<file path="config.mk">
export PLATFORM = sky130hd
export DESIGN_NAME = flash_erase_program_planner_flat
export DESIGN_NICKNAME = d
export VERILOG_FILES = /design/src/hdl/fepp_pkg.sv /design/src/hdl/fepp_if.sv /design/src/hdl/flash_erase_program_planner.sv /design/src/flat_wrapper.sv
export SDC_FILE = /design/constraint.sdc
export NUM_CORES = 1
export LEC_CHECK = 0
export BUFFER_PORTS_ARGS = -buffer_cell sky130_fd_sc_hd__clkbuf_2
export CORE_AREA = 2 2 153 155
export CTS_CLUSTER_DIAMETER = 50
export DETAILED_ROUTE_END_ITERATION = 10
export DIE_AREA = 0 0 155 157
export GPL_TIMING_DRIVEN = 0
export PLACE_DENSITY_LB_ADDON = 0.08
export SYNTH_ARGS = -nofsm -noshare
export SYNTH_HDL_FRONTEND = slang
export SYNTH_SLANG_ARGS = --single-unit
export TNS_END_PERCENT = 5
</file>
<file path="constraint.sdc">
create_clock -name clk -period 14.9 [get_ports clk]
set_input_delay 0 -clock clk [delete_from_list [all_inputs] [get_ports clk]]
set_output_delay 0 -clock clk [all_outputs]
set_load 0.03 [all_outputs]
</file>
<file path="src/hdl/fepp_pkg.sv">
// ----------------------------------------------------------------------------
// fepp_pkg
// Shared constants and codes for the flash erase / program planner.
// ----------------------------------------------------------------------------
package fepp_pkg;

  // Flash geometry, all powers of two
  localparam int unsigned PAGE_BYTES   = 256;
  localparam int unsigned SECTOR_BYTES = 4096;
  localparam int unsigned BLOCK_BYTES  = 65536;
  localparam int unsigned FLASH_SPACE  = 32'h0100_0000;

  // Field widths
  localparam int unsigned CMD_W   = 2;
  localparam int unsigned ADDR_W  = 24;
  localparam int unsigned LEN_W   = 25;
  localparam int unsigned KIND_W  = 2;
  localparam int unsigned COUNT_W = 9;
  localparam int unsigned ERR_W   = 2;
  localparam int unsigned MAXP_W  = 13;

  localparam logic [MAXP_W-1:0] MAX_PROGRAM_RESET = 13'd4096;

  // Command codes
  localparam logic [CMD_W-1:0] CMD_NEXT        = 2'd0;
  localparam logic [CMD_W-1:0] CMD_START_ERASE = 2'd1;
  localparam logic [CMD_W-1:0] CMD_PROGRAM     = 2'd2;

  // Operation kinds
  localparam logic [KIND_W-1:0] OP_NONE   = 2'd0;
  localparam logic [KIND_W-1:0] OP_SECTOR = 2'd1;
  localparam logic [KIND_W-1:0] OP_BLOCK  = 2'd2;
  localparam logic [KIND_W-1:0] OP_PAGE   = 2'd3;

  // Error codes
  localparam logic [ERR_W-1:0] ERR_OK        = 2'd0;
  localparam logic [ERR_W-1:0] ERR_LEN_RANGE = 2'd1;
  localparam logic [ERR_W-1:0] ERR_NO_JOB    = 2'd2;

endpackage

</file>
<file path="src/hdl/fepp_if.sv">
// ----------------------------------------------------------------------------
// fepp channel interfaces
// Valid/ready channels for job words, operation words and the config write.
// ----------------------------------------------------------------------------
interface fepp_item_if
  import fepp_pkg::*;
();
  logic              valid;
  logic              ready;
  logic [CMD_W-1:0]  cmd;
  logic [ADDR_W-1:0] address;
  logic [LEN_W-1:0]  length;

  modport source (output valid, output cmd, output address, output length, input ready);
  modport sink   (input valid, input cmd, input address, input length, output ready);
endinterface

interface fepp_result_if
  import fepp_pkg::*;
();
  logic               valid;
  logic               ready;
  logic [KIND_W-1:0]  op_kind;
  logic [ADDR_W-1:0]  op_address;
  logic [COUNT_W-1:0] byte_count;
  logic [LEN_W-1:0]   progress;
  logic               last_op;
  logic [ERR_W-1:0]   error;

  modport source (output valid, output op_kind, output op_address, output byte_count,
                  output progress, output last_op, output error, input ready);
  modport sink   (input valid, input op_kind, input op_address, input byte_count,
                  input progress, input last_op, input error, output ready);
endinterface

interface fepp_cfg_if
  import fepp_pkg::*;
();
  logic              valid;
  logic              ready;
  logic [MAXP_W-1:0] data;

  modport source (output valid, output data, input ready);
  modport sink   (input valid, input data, output ready);
endinterface

</file>
<file path="src/hdl/flash_erase_program_planner.sv">
// ----------------------------------------------------------------------------
// flash_erase_program_planner
// Splits flash erase and program jobs into SPI NOR operations.
// ----------------------------------------------------------------------------
// Usage:
//   item   : job words (cmd, address, length). A start-erase or start-program
//            word opens a job and yields its first operation; a next word
//            yields the following operation. Every word gives one result.
//   result : operation words (op_kind, op_address, byte_count, progress,
//            last_op, error). last_op marks the final operation of a job.
//   cfg    : writes max_program_length; always ready. Write only while idle.
// An accepted item passes through one input register, then the planning
// logic (one add, mask and compare on the job position) feeding the result
// register. One word is accepted per cycle while results are taken.
// When the receiver stalls, the result register holds, the input register
// fills, and item.ready drops until the result is taken; no word is lost.
// Reset empties both registers, drops any pending job and sets
// max_program_length to 4096.
// ----------------------------------------------------------------------------
module flash_erase_program_planner
  import fepp_pkg::*;
(
  input  logic          clk,
  input  logic          rst,
  fepp_item_if.sink     item,
  fepp_result_if.source result,
  fepp_cfg_if.sink      cfg
);

  typedef enum logic [1:0] {
    MODE_IDLE    = 2'd0,
    MODE_ERASE   = 2'd1,
    MODE_PROGRAM = 2'd2
  } mode_t;

  localparam logic [LEN_W-1:0] SECTOR_MASK = LEN_W'(SECTOR_BYTES - 1);
  localparam logic [LEN_W-1:0] BLOCK_MASK  = LEN_W'(BLOCK_BYTES - 1);
  localparam logic [LEN_W-1:0] PAGE_MASK   = LEN_W'(PAGE_BYTES - 1);
  localparam logic [LEN_W-1:0] SECTOR_SIZE = LEN_W'(SECTOR_BYTES);
  localparam logic [LEN_W-1:0] BLOCK_SIZE  = LEN_W'(BLOCK_BYTES);
  localparam logic [LEN_W-1:0] PAGE_SIZE   = LEN_W'(PAGE_BYTES);
  localparam logic [LEN_W:0]   SPACE_END   = (LEN_W+1)'(FLASH_SPACE);

  // Config register
  logic [MAXP_W-1:0] max_program_length;

  // Job state
  mode_t             job_mode, job_mode_next;
  logic [LEN_W-1:0]  position, position_next;
  logic [LEN_W-1:0]  end_position, end_position_next;

  // Input register
  logic              s1_valid;
  logic [CMD_W-1:0]  s1_cmd;
  logic [ADDR_W-1:0] s1_address;
  logic [LEN_W-1:0]  s1_length;

  // Result register contents
  logic               out_valid;
  logic [KIND_W-1:0]  out_kind,  kind_next;
  logic [ADDR_W-1:0]  out_addr,  addr_next;
  logic [COUNT_W-1:0] out_count, count_next;
  logic [LEN_W-1:0]   out_prog,  prog_next;
  logic               out_last,  last_next;
  logic [ERR_W-1:0]   out_err,   err_next;

  logic out_advance;
  logic s1_fire;

  // Handshake: result register frees when empty or taken
  assign out_advance = !out_valid || result.ready;
  assign s1_fire     = s1_valid && out_advance;
  assign item.ready  = !s1_valid || out_advance;
  assign cfg.ready   = 1'b1;

  assign result.valid      = out_valid;
  assign result.op_kind    = out_kind;
  assign result.op_address = out_addr;
  assign result.byte_count = out_count;
  assign result.progress   = out_prog;
  assign result.last_op    = out_last;
  assign result.error      = out_err;

  // Planning logic
  logic [LEN_W:0]   finish;
  logic             bad_length;
  mode_t            work_mode;
  logic [LEN_W-1:0] work_pos;
  logic [LEN_W-1:0] work_end;
  logic [LEN_W-1:0] remain;
  logic [LEN_W-1:0] room;
  logic [LEN_W-1:0] step;
  logic [LEN_W-1:0] pos_after;
  logic             is_last;
  logic [KIND_W-1:0] emit_kind;
  logic             emit_ok;

  always_comb begin
    finish     = {2'b00, s1_address} + {1'b0, s1_length};
    bad_length = (s1_length == '0) || (finish > SPACE_END) ||
                 ((s1_cmd == CMD_PROGRAM) &&
                  (s1_length > {{(LEN_W-MAXP_W){1'b0}}, max_program_length}));

    // Pick the job to advance: a fresh start or the stored one
    work_mode = job_mode;
    work_pos  = position;
    work_end  = end_position;
    if (s1_cmd == CMD_START_ERASE) begin
      work_mode = MODE_ERASE;
      work_pos  = {1'b0, s1_address} & ~SECTOR_MASK;
      work_end  = LEN_W'(finish + (LEN_W+1)'(SECTOR_BYTES - 1)) & ~SECTOR_MASK;
    end else if (s1_cmd == CMD_PROGRAM) begin
      work_mode = MODE_PROGRAM;
      work_pos  = {1'b0, s1_address};
      work_end  = LEN_W'(finish);
    end

    // Size the next operation
    remain = work_end - work_pos;
    room   = PAGE_SIZE - (work_pos & PAGE_MASK);
    if (work_mode == MODE_ERASE) begin
      if (((work_pos & BLOCK_MASK) == '0) && (remain >= BLOCK_SIZE)) begin
        emit_kind = OP_BLOCK;
        step      = BLOCK_SIZE;
      end else begin
        emit_kind = OP_SECTOR;
        step      = SECTOR_SIZE;
      end
    end else begin
      emit_kind = OP_PAGE;
      step      = (room < remain) ? room : remain;
    end
    pos_after = work_pos + step;
    is_last   = (pos_after >= work_end);

    // Defaults: empty result, state held
    kind_next         = OP_NONE;
    addr_next         = '0;
    count_next        = '0;
    prog_next         = '0;
    last_next         = 1'b0;
    err_next          = ERR_OK;
    job_mode_next     = job_mode;
    position_next     = position;
    end_position_next = end_position;
    emit_ok           = 1'b0;

    case (s1_cmd)
      CMD_NEXT: begin
        if (job_mode == MODE_IDLE) begin
          err_next = ERR_NO_JOB;
        end else begin
          emit_ok = 1'b1;
        end
      end
      CMD_START_ERASE, CMD_PROGRAM: begin
        if (bad_length) begin
          err_next      = ERR_LEN_RANGE;
          job_mode_next = MODE_IDLE;
        end else begin
          emit_ok = 1'b1;
        end
      end
      default: begin
      end
    endcase

    // Emit the operation and advance the job
    if (emit_ok) begin
      kind_next         = emit_kind;
      addr_next         = work_pos[ADDR_W-1:0];
      count_next        = (emit_kind == OP_PAGE) ? step[COUNT_W-1:0] : '0;
      prog_next         = pos_after;
      last_next         = is_last;
      job_mode_next     = is_last ? MODE_IDLE : work_mode;
      position_next     = pos_after;
      end_position_next = work_end;
    end
  end

  // Input register: load on accept, drop when passed on
  always_ff @(posedge clk) begin
    if (rst) begin
      s1_valid <= 1'b0;
    end else if (item.valid && item.ready) begin
      s1_valid <= 1'b1;
    end else if (s1_fire) begin
      s1_valid <= 1'b0;
    end
    if (item.valid && item.ready) begin
      s1_cmd     <= item.cmd;
      s1_address <= item.address;
      s1_length  <= item.length;
    end
  end

  // Result register and job state
  always_ff @(posedge clk) begin
    if (rst) begin
      out_valid    <= 1'b0;
      job_mode     <= MODE_IDLE;
      position     <= '0;
      end_position <= '0;
    end else begin
      if (s1_fire) begin
        out_valid    <= 1'b1;
        job_mode     <= job_mode_next;
        position     <= position_next;
        end_position <= end_position_next;
      end else if (result.ready) begin
        out_valid <= 1'b0;
      end
    end
    if (s1_fire) begin
      out_kind  <= kind_next;
      out_addr  <= addr_next;
      out_count <= count_next;
      out_prog  <= prog_next;
      out_last  <= last_next;
      out_err   <= err_next;
    end
  end

  // Config register
  always_ff @(posedge clk) begin
    if (rst) begin
      max_program_length <= MAX_PROGRAM_RESET;
    end else if (cfg.valid && cfg.ready) begin
      max_program_length <= cfg.data;
    end
  end

endmodule
</file>
<file path="src/flat_wrapper.sv">
// flat-port wrapper written by rule: the top's interface ports become plain ports
module flash_erase_program_planner_flat import fepp_pkg::*;
  (clk, rst, item_valid, item_cmd, item_address, item_length, item_ready, result_valid, result_op_kind, result_op_address, result_byte_count, result_progress, result_last_op, result_error, result_ready, cfg_valid, cfg_data, cfg_ready);
  fepp_item_if item_i ();
  fepp_result_if result_i ();
  fepp_cfg_if cfg_i ();
  input  logic clk;
  input  logic rst;
  input wire logic [$bits(item_i.valid)-1:0] item_valid;
  input wire logic [$bits(item_i.cmd)-1:0] item_cmd;
  input wire logic [$bits(item_i.address)-1:0] item_address;
  input wire logic [$bits(item_i.length)-1:0] item_length;
  output wire logic [$bits(item_i.ready)-1:0] item_ready;
  output wire logic [$bits(result_i.valid)-1:0] result_valid;
  output wire logic [$bits(result_i.op_kind)-1:0] result_op_kind;
  output wire logic [$bits(result_i.op_address)-1:0] result_op_address;
  output wire logic [$bits(result_i.byte_count)-1:0] result_byte_count;
  output wire logic [$bits(result_i.progress)-1:0] result_progress;
  output wire logic [$bits(result_i.last_op)-1:0] result_last_op;
  output wire logic [$bits(result_i.error)-1:0] result_error;
  input wire logic [$bits(result_i.ready)-1:0] result_ready;
  input wire logic [$bits(cfg_i.valid)-1:0] cfg_valid;
  input wire logic [$bits(cfg_i.data)-1:0] cfg_data;
  output wire logic [$bits(cfg_i.ready)-1:0] cfg_ready;
  assign item_i.valid = item_valid;
  assign item_i.cmd = item_cmd;
  assign item_i.address = item_address;
  assign item_i.length = item_length;
  assign item_ready = item_i.ready;
  assign result_valid = result_i.valid;
  assign result_op_kind = result_i.op_kind;
  assign result_op_address = result_i.op_address;
  assign result_byte_count = result_i.byte_count;
  assign result_progress = result_i.progress;
  assign result_last_op = result_i.last_op;
  assign result_error = result_i.error;
  assign result_i.ready = result_ready;
  assign cfg_i.valid = cfg_valid;
  assign cfg_i.data = cfg_data;
  assign cfg_ready = cfg_i.ready;
  flash_erase_program_planner u_core (.clk(clk), .rst(rst), .item(item_i), .result(result_i), .cfg(cfg_i));
endmodule
</file>
======== Word level (Yosys, flattened, before mapping) ========
Index checks and enable logic that the tools add are counted.
Widths: inputs -> output; s select.
cells by class
  add/subtract/negate cells ............... 5
  $lt $le $gt $ge ......................... 5
  eq/ne operators ......................... 4
  muxes and demuxes ....................... 25
  reductions and logical operators ........ 22
operators by type and width
  operator                count
  $mux 25                 6
  $logic_not 25->1        2
  $add 24x25->26          1
  $gt 26x25->1 const B    1
  $add 25x12->25 const B  1
  $add 25x25->25          1
  $ge 25x17->1 const B    1
  $ge 25x25->1            1
  $gt 25x13->1            1
  $lt 25x25->1            1
  $sub 25x25->25          1
  $mux 2                  9
  $mux 17                 1
  $sub 9x8->10 const A    1
  $reduce_bool 2->1       4
  $mux 1                  7
  $eq 2x1->1 const B      2
  $eq 2x2->1 const B      2
  $logic_and 1x1->1       4
  $logic_not 2->1         2
  $logic_or 1x1->1        4
  $pmux 2 s2              1
  $reduce_and 2->1        2
  $reduce_and 3->1        1
  other kinds (3)         4
word-level totals
  register bits after elaboration ......... 181
  input port bits ......................... 69
  output and inout port bits .............. 66
  logic and storage cells ................. 76

======== Longest topological paths before layout ========
Gate-level depths: netlist of the first run.
  depth after elaboration ................. 12
  gate-level depth with buffers ........... 54

======== Worst setup path before layout of the first run ========
No wires, ideal clock.
  path type ............................... flip-flop to flip-flop
  start ................................... register u_core.s1_cmd[0]
  end ..................................... register u_core.job_mode[1]
  data arrival time ....................... 10.850 ns
  required time ........................... 14.841 ns
  path slack .............................. 3.991 ns
  cell stages (with the launch flop) ...... 51
  buffers on the path ..................... 6
  clock period less this slack ............ 10.909 ns
  cell sequence ........................... edfxtp_1 -> inv_1 -> ha_1 -> buf_1 -> buf_1 -> clkbuf_1 -> buf_1 -> mux2i_1 -> nor2_1 -> inv_1 -> ha_1 -> fa_1 -> nor2b_1 -> o21ai_0 -> a21o_1 -> a31oi_1 -> o31a_1 -> o21ai_0 -> [15 not listed] -> a21boi_0 -> o21a_1 -> o21ai_0 -> a21oi_1 -> o31a_1 -> a41oi_1 -> a211o_1 -> a31oi_1 -> xor2_1 -> ha_1 -> nand4_1 -> nor2_1 -> a221o_1 -> a21o_1 -> a211o_1 -> or4b_1 -> a2111oi_2 -> a31o_1
RTL lines
  what                      line                                source
  start, declared           flash_erase_program_planner.sv:54   logic [CMD_W-1:0] s1_cmd;
  start signal, assigned    flash_erase_program_planner.sv:191  s1_cmd <= item.cmd;
  $eq 2x2->1                flash_erase_program_planner.sv:112  end else if (s1_cmd == CMD_PROGRAM) begin
  $mux 25                   flash_erase_program_planner.sv:112
  $mux 25 *                 flash_erase_program_planner.sv:108  if (s1_cmd == CMD_START_ERASE) begin
  net u_core.work_end[0]    flash_erase_program_planner.sv:89   logic [LEN_W-1:0] work_end;
  $sub 25x25->25 *          flash_erase_program_planner.sv:119  remain = work_end - work_pos;
  $lt 25x25->1              flash_erase_program_planner.sv:131  step = (room < remain) ? room : remain;
  $mux 25 *                 flash_erase_program_planner.sv:131
  $mux 25 *                 flash_erase_program_planner.sv:121  if (work_mode == MODE_ERASE) begin
  net u_core.step[0]        flash_erase_program_planner.sv:92   logic [LEN_W-1:0] step;
  $add 25x25->25 *          flash_erase_program_planner.sv:133  pos_after = work_pos + step;
  net u_core.pos_after[22]  flash_erase_program_planner.sv:93   logic [LEN_W-1:0] pos_after;
  $ge 25x25->1 *            flash_erase_program_planner.sv:134  is_last = (pos_after >= work_end);
  $mux 2 *                  flash_erase_program_planner.sv:175  job_mode_next = is_last ? MODE_IDLE : work_mode;
  $mux 2 *                  flash_erase_program_planner.sv:169  if (emit_ok) begin
  end signal, assigned      flash_erase_program_planner.sv:207  job_mode <= job_mode_next;
  end, declared             flash_erase_program_planner.sv:48   mode_t job_mode, job_mode_next;
Mark *: on every way through the listed nets, which the timed path passes. The rest lies on a longest branch.
A chain may end at the register's enable or synchronous reset.

======== Worst setup path after layout of the first run ========
  start ................................... register u_core.s1_cmd[0]
  end ..................................... register u_core.job_mode[1]
RTL lines
  what                      line
  $eq 2x2->1                flash_erase_program_planner.sv:112
  $mux 25                   flash_erase_program_planner.sv:112
  $mux 25 *                 flash_erase_program_planner.sv:108
  net u_core.work_end[8]    flash_erase_program_planner.sv:89
  $sub 25x25->25 *          flash_erase_program_planner.sv:119
  $lt 25x25->1 *            flash_erase_program_planner.sv:131
  $mux 25 *                 flash_erase_program_planner.sv:131
  $mux 25 *                 flash_erase_program_planner.sv:121
  net u_core.step[0]        flash_erase_program_planner.sv:92
  $add 25x25->25 *          flash_erase_program_planner.sv:133
  net u_core.pos_after[22]  flash_erase_program_planner.sv:93
  $ge 25x25->1 *            flash_erase_program_planner.sv:134
  $mux 2 *                  flash_erase_program_planner.sv:175
  $mux 2 *                  flash_erase_program_planner.sv:169
Marks and branches as above.

==> impl_metrics.env, run 1 <==
export IMPL_drc=0
export IMPL_placed_area_um2=14770
export IMPL_cts_root_buf="clkbuf_16"
export IMPL_initial_core_util_pct=60.73
export IMPL_cp_start_kind="register"
export IMPL_die_w_um=155
export IMPL_nets=1948
export IMPL_vias_per_cell=6.110
export IMPL_post_cts_resized=0
export IMPL_busiest_layer="met2"
export IMPL_fmax_ghz=0.07060
export IMPL_grt_pass1_vias=11740
export IMPL_synth_edff_count=114
export IMPL_layout_drive_gt1_share_pct=12.95
export IMPL_die_h_um=157
export IMPL_seqCellArea_um2=4765
export IMPL_port_buffers=132
export IMPL_fin_worst_skew_ps=14.67
export IMPL_cts_hold_buffers=73
export IMPL_cts_sinks=181
export IMPL_critPathMaxFanout=10
export IMPL_synthCells=1518
export IMPL_insertion_delay_ps=450
export IMPL_globalRouteMet2Util_pct=54.20
export IMPL_drv_cap=0
export IMPL_gp_congestion=0.9831
export IMPL_wl_per_cell_um=19.35
export IMPL_coreArea_um2=22500
export IMPL_min_from="item_length[1]"
export IMPL_critical_path_class="reg2reg"
export IMPL_insertedDiodeCount=0
export IMPL_syn_area_um2=13670
export IMPL_grt_start_max_net_pins=50
export IMPL_hold_viol_final=0
export IMPL_rr_startpoint="u_core.s1_cmd[0]"
export IMPL_final_max_slew_violation_count=0
export IMPL_layout_cells_non_filler=2053
export IMPL_nFillCells=1768
export IMPL_clkTransAtPathRegs_ps=90
export IMPL_relSlewSlack_pct=21.96
export IMPL_critPathCaptureType="register"
export IMPL_cts_tree="yes"
export IMPL_cts_max_path_buffers=2
export IMPL_cts_made_buffers=17
export IMPL_worst_pin_slew_ps=1165
export IMPL_rsz0062_at_grt="no"
export IMPL_stdcell_area_um2=16100
export IMPL_grt_usage_pct=32.79
export IMPL_grt_overflow=0
export IMPL_multiInputGateArea_um2=8279
export IMPL_drtIter0Drc=1045
export IMPL_design_die_area_um2=24340
export IMPL_r2r_slack_ps=740
export IMPL_yosysWarnings=0
export IMPL_grtUsageMet1_pct=43.59
export IMPL_ys_ff_latch=181
export IMPL_required_ps=15290
export IMPL_dp_cells=1948
export IMPL_cts_setup_buffers=0
export IMPL_tns_ps=0
export IMPL_crit_top_cell="ha_1"
export IMPL_finalSetupViolCount=0
export IMPL_hold_class="in2reg"
export IMPL_crit_slowest_cell="buf_1"
export IMPL_postSynthAreaPerCell_um2=9.002
export IMPL_dp_hpwl_um=30520
export IMPL_status="finished clean"
export IMPL_holdPathEnd="u_core.s1_length[1]"
export IMPL_yosysSeqAreaShare_pct=34.87
export IMPL_post_route_min_period_ps=14160
export IMPL_min_path_cells=2
export IMPL_htree_levels=4
export IMPL_p_leak_nw=6.730
export IMPL_grt_pass1_wl_um=61770
export IMPL_use_met3_pct=4.488
export IMPL_ff2ff_path_depth=46
export IMPL_power_density_nw_per_um2=102.2
export IMPL_via_count=12540
export IMPL_synthArstFlopShare_pct=0
export IMPL_r2r_end="u_core.job_mode[1]"
export IMPL_ant_nets=0
export IMPL_drtPass1Iterations=6
export IMPL_synth_cell_types=89
export IMPL_synth_main_ff_cell="edfxtp_1"
export IMPL_rows=55
export IMPL_synthToLayoutAreaGrowth_pct=17.83
export IMPL_place_ws_ps=1101
export IMPL_antenna_found_initial=0
export IMPL_setup_slack_ps=735.6
export IMPL_cpPeakStageDelay_ps=700
export IMPL_cp_data_arrival_time_ps=14550
export IMPL_ioPinCount=135
export IMPL_ir_worst_vdd_mv=0.07259
export IMPL_min_period_over_period_pct=95.06
export IMPL_routed_wl_um=39730
cell usage after synthesis, types with 20 or more instances:
| master | number | area (um2) |
|---|---|---|
| o21ai_0 | 37 | 185.2 |
| edfxtp_1 | 114 | 3423 |
| and2_1 | 33 | 206.5 |
| a211oi_1 | 23 | 172.7 |
| inv_1 | 102 | 382.9 |
| nand4_1 | 20 | 125.1 |
| mux2i_1 | 74 | 740.7 |
| a21o_1 | 23 | 172.7 |
| ha_1 | 121 | 1514 |
| nor3_1 | 35 | 175.2 |
| nor2_1 | 132 | 495.5 |
| a21oi_1 | 95 | 475.5 |
| dfxtp_1 | 67 | 1341 |
| nand2_1 | 114 | 427.9 |
| clkbuf_1 | 42 | 157.7 |
| o21a_1 | 30 | 225.2 |
| nor4_1 | 22 | 137.6 |
| nand3_1 | 88 | 440.4 |
| xnor2_1 | 49 | 429.2 |
critical path: cells and delay by family, from the launching register on:
kind                     cells  cell delay (ps)
XOR/XNOR                     1              550
flip-flops                   1              450
AND/OR/NAND/NOR              8             1960
multiplexers                 1              220
adder cells (fa/ha/maj)      6             1880
buffers and inverters        8             3120
AO/OA/AOI/OAI               22             5890
sequential cells by signal (all words and copies together), names as in the netlist, 2 cells and up:
register,cells
u_core.end_position,25
u_core.position,25
u_core.result.progress,25
u_core.result.error,2
u_core.s1_cmd,2
u_core.result.byte_count,9
u_core.result.op_kind,2
u_core.result.op_address,24
u_core.s1_address,24
u_core.job_mode,2
u_core.max_program_length,13
u_core.s1_length,25
cell families (layout without fill, tap and decap cells):
logic type | count (synthesis) | in the layout | share of synthesized area, %
xor gates and xnor gates | 71 | 71 | 4.807
other | 2 | 13 | 0.05496
buffers and inverters | 168 | 407 | 4.862
adders and majority gates | 125 | 125 | 11.59
muxes | 80 | 80 | 5.915
and+or+nand+nor | 544 | 544 | 19.89
DFF | 181 | 181 | 34.87
AOI/OAI and AO/OA | 347 | 347 | 18.02
stage by stage:
stage	power (mW)	util [%]	hold WS [ps]
6_report	1.646	71.55	257.7
5_1_grt	1.727	71.55	261.4
4_1_cts	1.633	71.55	248.3
3_5_place_dp	1.154	65.62	178.6
3_3_place_gp	1.145	65.43	176.3
2_1_floorplan	1.006	-	98.87
power by group:
| group | internal [mW] | total [mW] | switching (mW) | leakage [nW] |
|---|---|---|---|---|
| clock | 0.236 | 0.471 | 0.235 | 0.299 |
| sequential | 0.557 | 0.571 | 0.0135 | 1.61 |
| combinational | 0.232 | 0.604 | 0.372 | 4.82 |
layout by cell type, fill, tap and decap left out, types with 15 or more instances in the layout:
cell,instances
clkbuf_16,18
nand3_1,88
o21a_1,30
dlygate4sd3_1,73
edfxtp_1,114
xor2_1,19
clkbuf_1,42
nand2b_1,15
o21ai_0,37
nand2_1,114
dfxtp_1,67
inv_1,101
a21oi_1,95
clkbuf_2,132
nor3_1,35
nand4_1,20
mux2i_1,74
nor2_1,132
a211oi_1,23
nor4_1,22
and2_1,32
ha_1,121
a21o_1,23
xnor2_1,49
and3_1,15
or2_2,18
layer usage:
metal	up-vias	routed length, um
met5	-	0
met4	0	1475
met3	80	2815
met2	483	18030
met1	5921	17400
li1	6059	-
how the worst max path moves through the flow:
stage,start,to,slack (ps)
finish,u_core.s1_cmd[0],u_core.job_mode[1],740
global route,u_core.s1_cmd[0],u_core.job_mode[0],100
CTS,u_core.s1_cmd[0],u_core.job_mode[1],990
detailed placement,u_core.s1_cmd[0],u_core.job_mode[1],1100
global placement,u_core.s1_cmd[0],u_core.job_mode[0],1150
floorplan,u_core.s1_cmd[0],u_core.job_mode[1],3990
area by class of cell:
cell class | instances | area share [%]
Clock buffer | 18 | 2.797
Multi-Input combinational cell | 1180 | 51.42
Inverter | 104 | 2.424
Tap cell | 285 | 2.215
Clock inverter | 14 | 0.9636
Sequential cell | 181 | 29.59
Timing Repair Buffer | 207 | 8.890
Buffer | 64 | 1.702
(Power assumes the default switching activity.)
==> inputs of run 2 (changes only) <==
--- a/config.mk
+++ b/config.mk
@@ -5,11 +5,13 @@
 export SDC_FILE = /design/constraint.sdc
 export NUM_CORES = 1
 export LEC_CHECK = 0
+export ABC_AREA = 1
 export BUFFER_PORTS_ARGS = -buffer_cell sky130_fd_sc_hd__clkbuf_2
-export CORE_AREA = 2 2 153 155
+export CORE_AREA = 2 2 152 154
 export CTS_CLUSTER_DIAMETER = 50
 export DETAILED_ROUTE_END_ITERATION = 10
-export DIE_AREA = 0 0 155 157
+export DIE_AREA = 0 0 154 156
+export GPL_ROUTABILITY_DRIVEN = 0
 export GPL_TIMING_DRIVEN = 0
 export PLACE_DENSITY_LB_ADDON = 0.08
 export SYNTH_ARGS = -nofsm -noshare
==> impl_metrics.env, run 2 <==
export IMPL_status="finished clean"
export IMPL_cts_tree="yes"
export IMPL_finalSetupViolCount=0
export IMPL_relSlewSlack_pct=39.83
export IMPL_routed_wl_um=38020
export IMPL_critical_path_class="reg2reg"
export IMPL_grt_start_max_net_pins=49
export IMPL_yosysTopAreaCell="edfxtp_1"
export IMPL_fmax_ghz=0.08134
export IMPL_final_max_slew_violation_count=0
export IMPL_nets=2215
export IMPL_min_period_over_period_pct=82.51
export IMPL_hold_class="in2reg"
export IMPL_synthCells=1784
export IMPL_final_cell_mix="nand2_1 (379), inv_1 (285), nor2_1 (160), clkbuf_2 (133), a21oi_1 (125)"
export IMPL_power_density_nw_per_um2=105.1
export IMPL_synth_main_ff_cell="edfxtp_1"
export IMPL_antenna_found_initial=1
export IMPL_synth_cell_types=54
export IMPL_grt_usage_pct=32.17
export IMPL_initial_core_util_pct=59.94
export IMPL_syn_area_um2=13410
export IMPL_path_delay_family="simple AND/OR/NAND/NOR gates"
export IMPL_synthToLayoutAreaGrowth_pct=18.17
export IMPL_cp_data_arrival_time_ps=12600
export IMPL_crit_slowest_cell="clkbuf_1"
export IMPL_die_h_um=156
export IMPL_tns_ps=0
export IMPL_ys_top_cells_by_count="nand2_1 (379), inv_1 (287), nor2_1 (160)"
export IMPL_cts_hold_buffers=73
export IMPL_htree_levels=4
export IMPL_clkTransAtPathRegs_ps=80
export IMPL_drc=0
export IMPL_synthArstFlopShare_pct=0
export IMPL_insertedDiodeCount=0
export IMPL_drtPass1Iterations=7
export IMPL_cp_start_kind="register"
export IMPL_ir_worst_vdd_mv=0.07785
export IMPL_rsz0062_at_grt="no"
export IMPL_synth_top_area_share_pct=25.53
export IMPL_insertion_delay_ps=460
export IMPL_crit_buf_inv=9
export IMPL_drv_cap=0
export IMPL_grt_pass1_wl_um=60550
export IMPL_synth_most_common_cell="nand2_1"
export IMPL_p_leak_nw=7.857
export IMPL_grt_pass1_vias=12110
export IMPL_coreArea_um2=22370
export IMPL_via_count=12890
export IMPL_critPathMaxFanout=10
export IMPL_ioPinCount=135
export IMPL_cts_made_buffers=17
export IMPL_cts_root_buf="clkbuf_16"
export IMPL_postSynthAreaPerCell_um2=7.515
export IMPL_post_cts_resized=0
export IMPL_die_w_um=154
export IMPL_cts_sinks=181
export IMPL_layout_drive_gt1_share_pct=13.66
export IMPL_required_ps=15200
export IMPL_port_buffers=133
export IMPL_yosysSeqAreaShare_pct=35.54
export IMPL_wl_per_cell_um=16.39
export IMPL_vias_per_cell=5.556
export IMPL_grt_overflow=0
export IMPL_hold_viol_final=0
export IMPL_fin_worst_skew_ps=12.24
export IMPL_ys_top_cells_by_area="edfxtp_1 (26%), ha_1 (11%), nand2_1 (11%), dfxtp_1 (10%), inv_1 (8.0%)"
export IMPL_design_die_area_um2=24020
export IMPL_rows=55
export IMPL_dp_hpwl_um=29540
export IMPL_crit_top_cell="nand2_1"
export IMPL_ys_ff_latch=181
export IMPL_cts_setup_buffers=0
export IMPL_cts_max_path_buffers=2
export IMPL_whs_ps=134.7
export IMPL_final_common_cell="nand2_1"
export IMPL_critPathCaptureType="register"
export IMPL_post_route_min_period_ps=12290
export IMPL_drtIter0Drc=935
export IMPL_cpPeakStageDelay_ps=570
export IMPL_yosysWarnings=0
export IMPL_worst_pin_slew_ps=893.2
export IMPL_nFillCells=1819
export IMPL_ant_nets=0
export IMPL_synth_edff_count=114
export IMPL_seqCellArea_um2=4765
export IMPL_multiInputGateArea_um2=7390
## run 2: metal layers
metal  part of all wire, %  track usage, %  up-vias
met5                 0.034               0        -
met4                   4.2           14.73        2
met3                   7.3           5.222      101
met2                    46           53.36      498
met1                    43           41.50     5899
li1                      -               -     6389
## run 2: per-stage QoR
step / area, um2 / cells / util [%] / setup slack [ps] / power, mW
after floorplan: 13450 / 1795 / - / 5854 / 1.016
after global placement: 14470 / 2213 / 64.70 / 2905 / 1.148
after detailed placement: 14510 / 2215 / 64.88 / 2901 / 1.162
after CTS: 15840 / 2320 / 70.84 / 2834 / 1.648
after global routing: 15840 / 2320 / 70.84 / 1699 / 1.757
final: 15840 / 2320 / 70.84 / 2605 / 1.664
## run 2: tightest hold or removal path, cell delays in order
cell,delay [ps]
clkbuf_2,100
inv_1,50
clkbuf_1,220
o21ai_0,130
a21oi_1,40
## run 2: worst paths after layout
| path | endpoint | slack, ps | cells past startpoint | start |
|---|---|---|---|---|
| max reg2reg | u_core.job_mode[1] | 2610 | 57 | u_core.s1_cmd[1] |
| max | u_core.job_mode[1] | 2610 | 57 | u_core.s1_cmd[1] |
| min reg2reg | u_core.max_program_length[8] | 470 | 2 | u_core.max_program_length[8] |
| min | u_core.max_program_length[5] | 130 | 5 | rst |
## run 2: logic make-up after synthesis
logic type | synth area share (%)
simple gates | 27.34
other cells | 0.05602
buf+inv | 9.650
fa+ha+maj | 11.74
xor+xnor | 2.930
flops | 35.54
compound gates | 12.74
## run 2: final cells by class
cell class / instances / share of cell area [%]
multi-input combinational: 1278 / 46.64
sequential: 181 / 30.07
timing repair buffer: 208 / 9.067
inverter: 298 / 7.060
clock buffer: 19 / 2.867
tap: 285 / 2.251
buffer: 38 / 1.106
clock inverter: 13 / 0.9319
## run 2: report_power, final
group	total, mW	internal [mW]	switching, mW
clock	0.478	0.250	0.228
combinational	0.612	0.209	0.402
sequential	0.575	0.561	0.0139
total	1.66	1.02	0.645
==> inputs of run 3 (changes only) <==
==> constraint.sdc (replaced) <==
create_clock -name clk -period 11.4 [get_ports clk]
set_input_delay 0 -clock clk [delete_from_list [all_inputs] [get_ports clk]]
set_output_delay 0 -clock clk [all_outputs]
set_load 0.03 [all_outputs]
==> impl_metrics.env, run 3 (same netlist as run 2, synthesis figures left out) <==
export IMPL_placed_area_um2=14510
export IMPL_ioPinCount=135
export IMPL_nFillCells=1811
export IMPL_via_count=12930
export IMPL_wl_per_cell_um=16.47
export IMPL_cts_setup_buffers=0
export IMPL_ant_nets=0
export IMPL_rows=55
export IMPL_vias_per_cell=5.574
export IMPL_crit_slowest_cell="fa_1"
export IMPL_setup_slack_ps=704.1
export IMPL_power_density_nw_per_um2=137.2
export IMPL_hold_class="in2reg"
export IMPL_nets=2214
export IMPL_drv_cap=0
export IMPL_final_common_cell="nand2_1"
export IMPL_final_max_slew_violation_count=0
export IMPL_final_core_utilization_pct=71.04
export IMPL_cts_root_buf="clkbuf_16"
export IMPL_die_w_um=154
export IMPL_cts_made_buffers=17
export IMPL_clkTransAtPathRegs_ps=80
export IMPL_port_buffers=133
export IMPL_required_ps=11710
export IMPL_status="finished clean"
export IMPL_cp_start_kind="register"
export IMPL_fin_worst_skew_ps=13.18
export IMPL_routed_wl_um=38190
export IMPL_htree_levels=4
export IMPL_cts_sinks=181
export IMPL_insertedDiodeCount=0
export IMPL_grt_pass1_vias=12110
export IMPL_die_h_um=156
export IMPL_critical_path_class="reg2reg"
export IMPL_post_route_min_period_ps=10700
export IMPL_rsz0062_at_grt="no"
export IMPL_cp_data_arrival_time_ps=11000
export IMPL_dp_hpwl_um=29540
export IMPL_drc=0
export IMPL_place_ws_ps=-599.2
export IMPL_grt_pass1_wl_um=60550
export IMPL_grt_start_max_net_pins=49
export IMPL_grt_overflow=0
export IMPL_fmax_ghz=0.09349
export IMPL_cts_tree="yes"
export IMPL_critPathCaptureType="register"
export IMPL_finalSetupViolCount=0
export IMPL_hold_viol_final=0
export IMPL_synthToLayoutAreaGrowth_pct=18.52
export IMPL_cts_max_path_buffers=2
export IMPL_stdcell_area_um2=15890
export IMPL_insertion_delay_ps=460
export IMPL_relSlewSlack_pct=41.35
export IMPL_p_leak_nw=7.875
export IMPL_ir_worst_vdd_mv=0.1016
export IMPL_drtPass1Iterations=6
export IMPL_grt_usage_pct=32.17
export IMPL_design_die_area_um2=24020
export IMPL_antenna_found_initial=1
export IMPL_cpPeakStageDelay_ps=430
export IMPL_min_period_over_period_pct=93.82
export IMPL_coreArea_um2=22370
export IMPL_final_cell_mix="nand2_1 (379), inv_1 (285), nor2_1 (159), clkbuf_2 (134), a21oi_1 (124)"
export IMPL_initial_core_util_pct=59.94
export IMPL_critPathMaxFanout=10
export IMPL_layout_drive_gt1_share_pct=14.26
export IMPL_worst_pin_slew_ps=870.5
export IMPL_drtIter0Drc=921
-- run 3: worst max-delay path: cells and delay by family, from the launching register on --
kind / cells / cell delay (ps)
AO/OA/AOI/OAI: 16 / 3110
flip-flops: 1 / 380
XOR/XNOR: 2 / 420
adder cells (fa/ha/maj): 6 / 1780
buffers and inverters: 10 / 1490
AND/OR/NAND/NOR: 22 / 3340
-- run 3: timing repair --
| action | CTS | global route |
|---|---|---|
| setup endpoints to repair | 3 | 3 |
| gates resized for setup | 4 | 18 |
| hold endpoints to repair | 70 | 0 |
| hold buffers | 73 | 0 |
-- run 3: worst paths after layout --
check | to | slack [ps] | cells past startpoint | startpoint
setup / recovery | u_core.job_mode[1] | 700 | 56 | u_core.s1_cmd[1]
hold / removal | u_core.max_program_length[5] | 130 | 5 | rst
setup reg to reg | u_core.job_mode[1] | 700 | 56 | u_core.s1_cmd[1]
hold reg to reg | u_core.max_program_length[8] | 470 | 2 | u_core.max_program_length[8]
-- run 3: per-stage QoR --
stage                     hold WS [ps]  std cells  setup TNS [ps]  total power, mW
final                            128.8       2319               0            2.180
after global routing             184.3       2319               0            2.303
after CTS                        134.7       2320               0            2.154
after detailed placement         178.6       2215           -1576            1.519
after global placement           176.9       2213           -1558            1.500
after floorplan                  98.87       1795               0            1.327
-- run 3: cell type report --
cell class	count	area [um2]	share of cell area, %
buffer	37	181.4	1.142
clock buffer	19	454.2	2.858
clock inverter	13	147.6	0.9292
inverter	298	1119	7.040
multi-input combinational	1278	7430	46.76
sequential	181	4765	29.99
tap	285	356.6	2.244
timing repair buffer	208	1436	9.040
-- run 3: metal layers --
layer | vias to the layer above | wire [um] | share of wire [%] | global-route usage [%]
li1 | 6394 | - | - | -
met1 | 5905 | 16220 | 42 | 41.50
met2 | 532 | 17410 | 46 | 53.36
met3 | 94 | 2928 | 7.7 | 5.222
met4 | 2 | 1616 | 4.2 | 14.73
met5 | - | 13 | 0.034 | 0
-- run 3: power by group --
group	total (mW)	switching, mW	internal [mW]
Combinational	0.805	0.530	0.276
Clock	0.623	0.297	0.326
Sequential	0.751	0.0182	0.733
Total	2.18	0.845	1.33
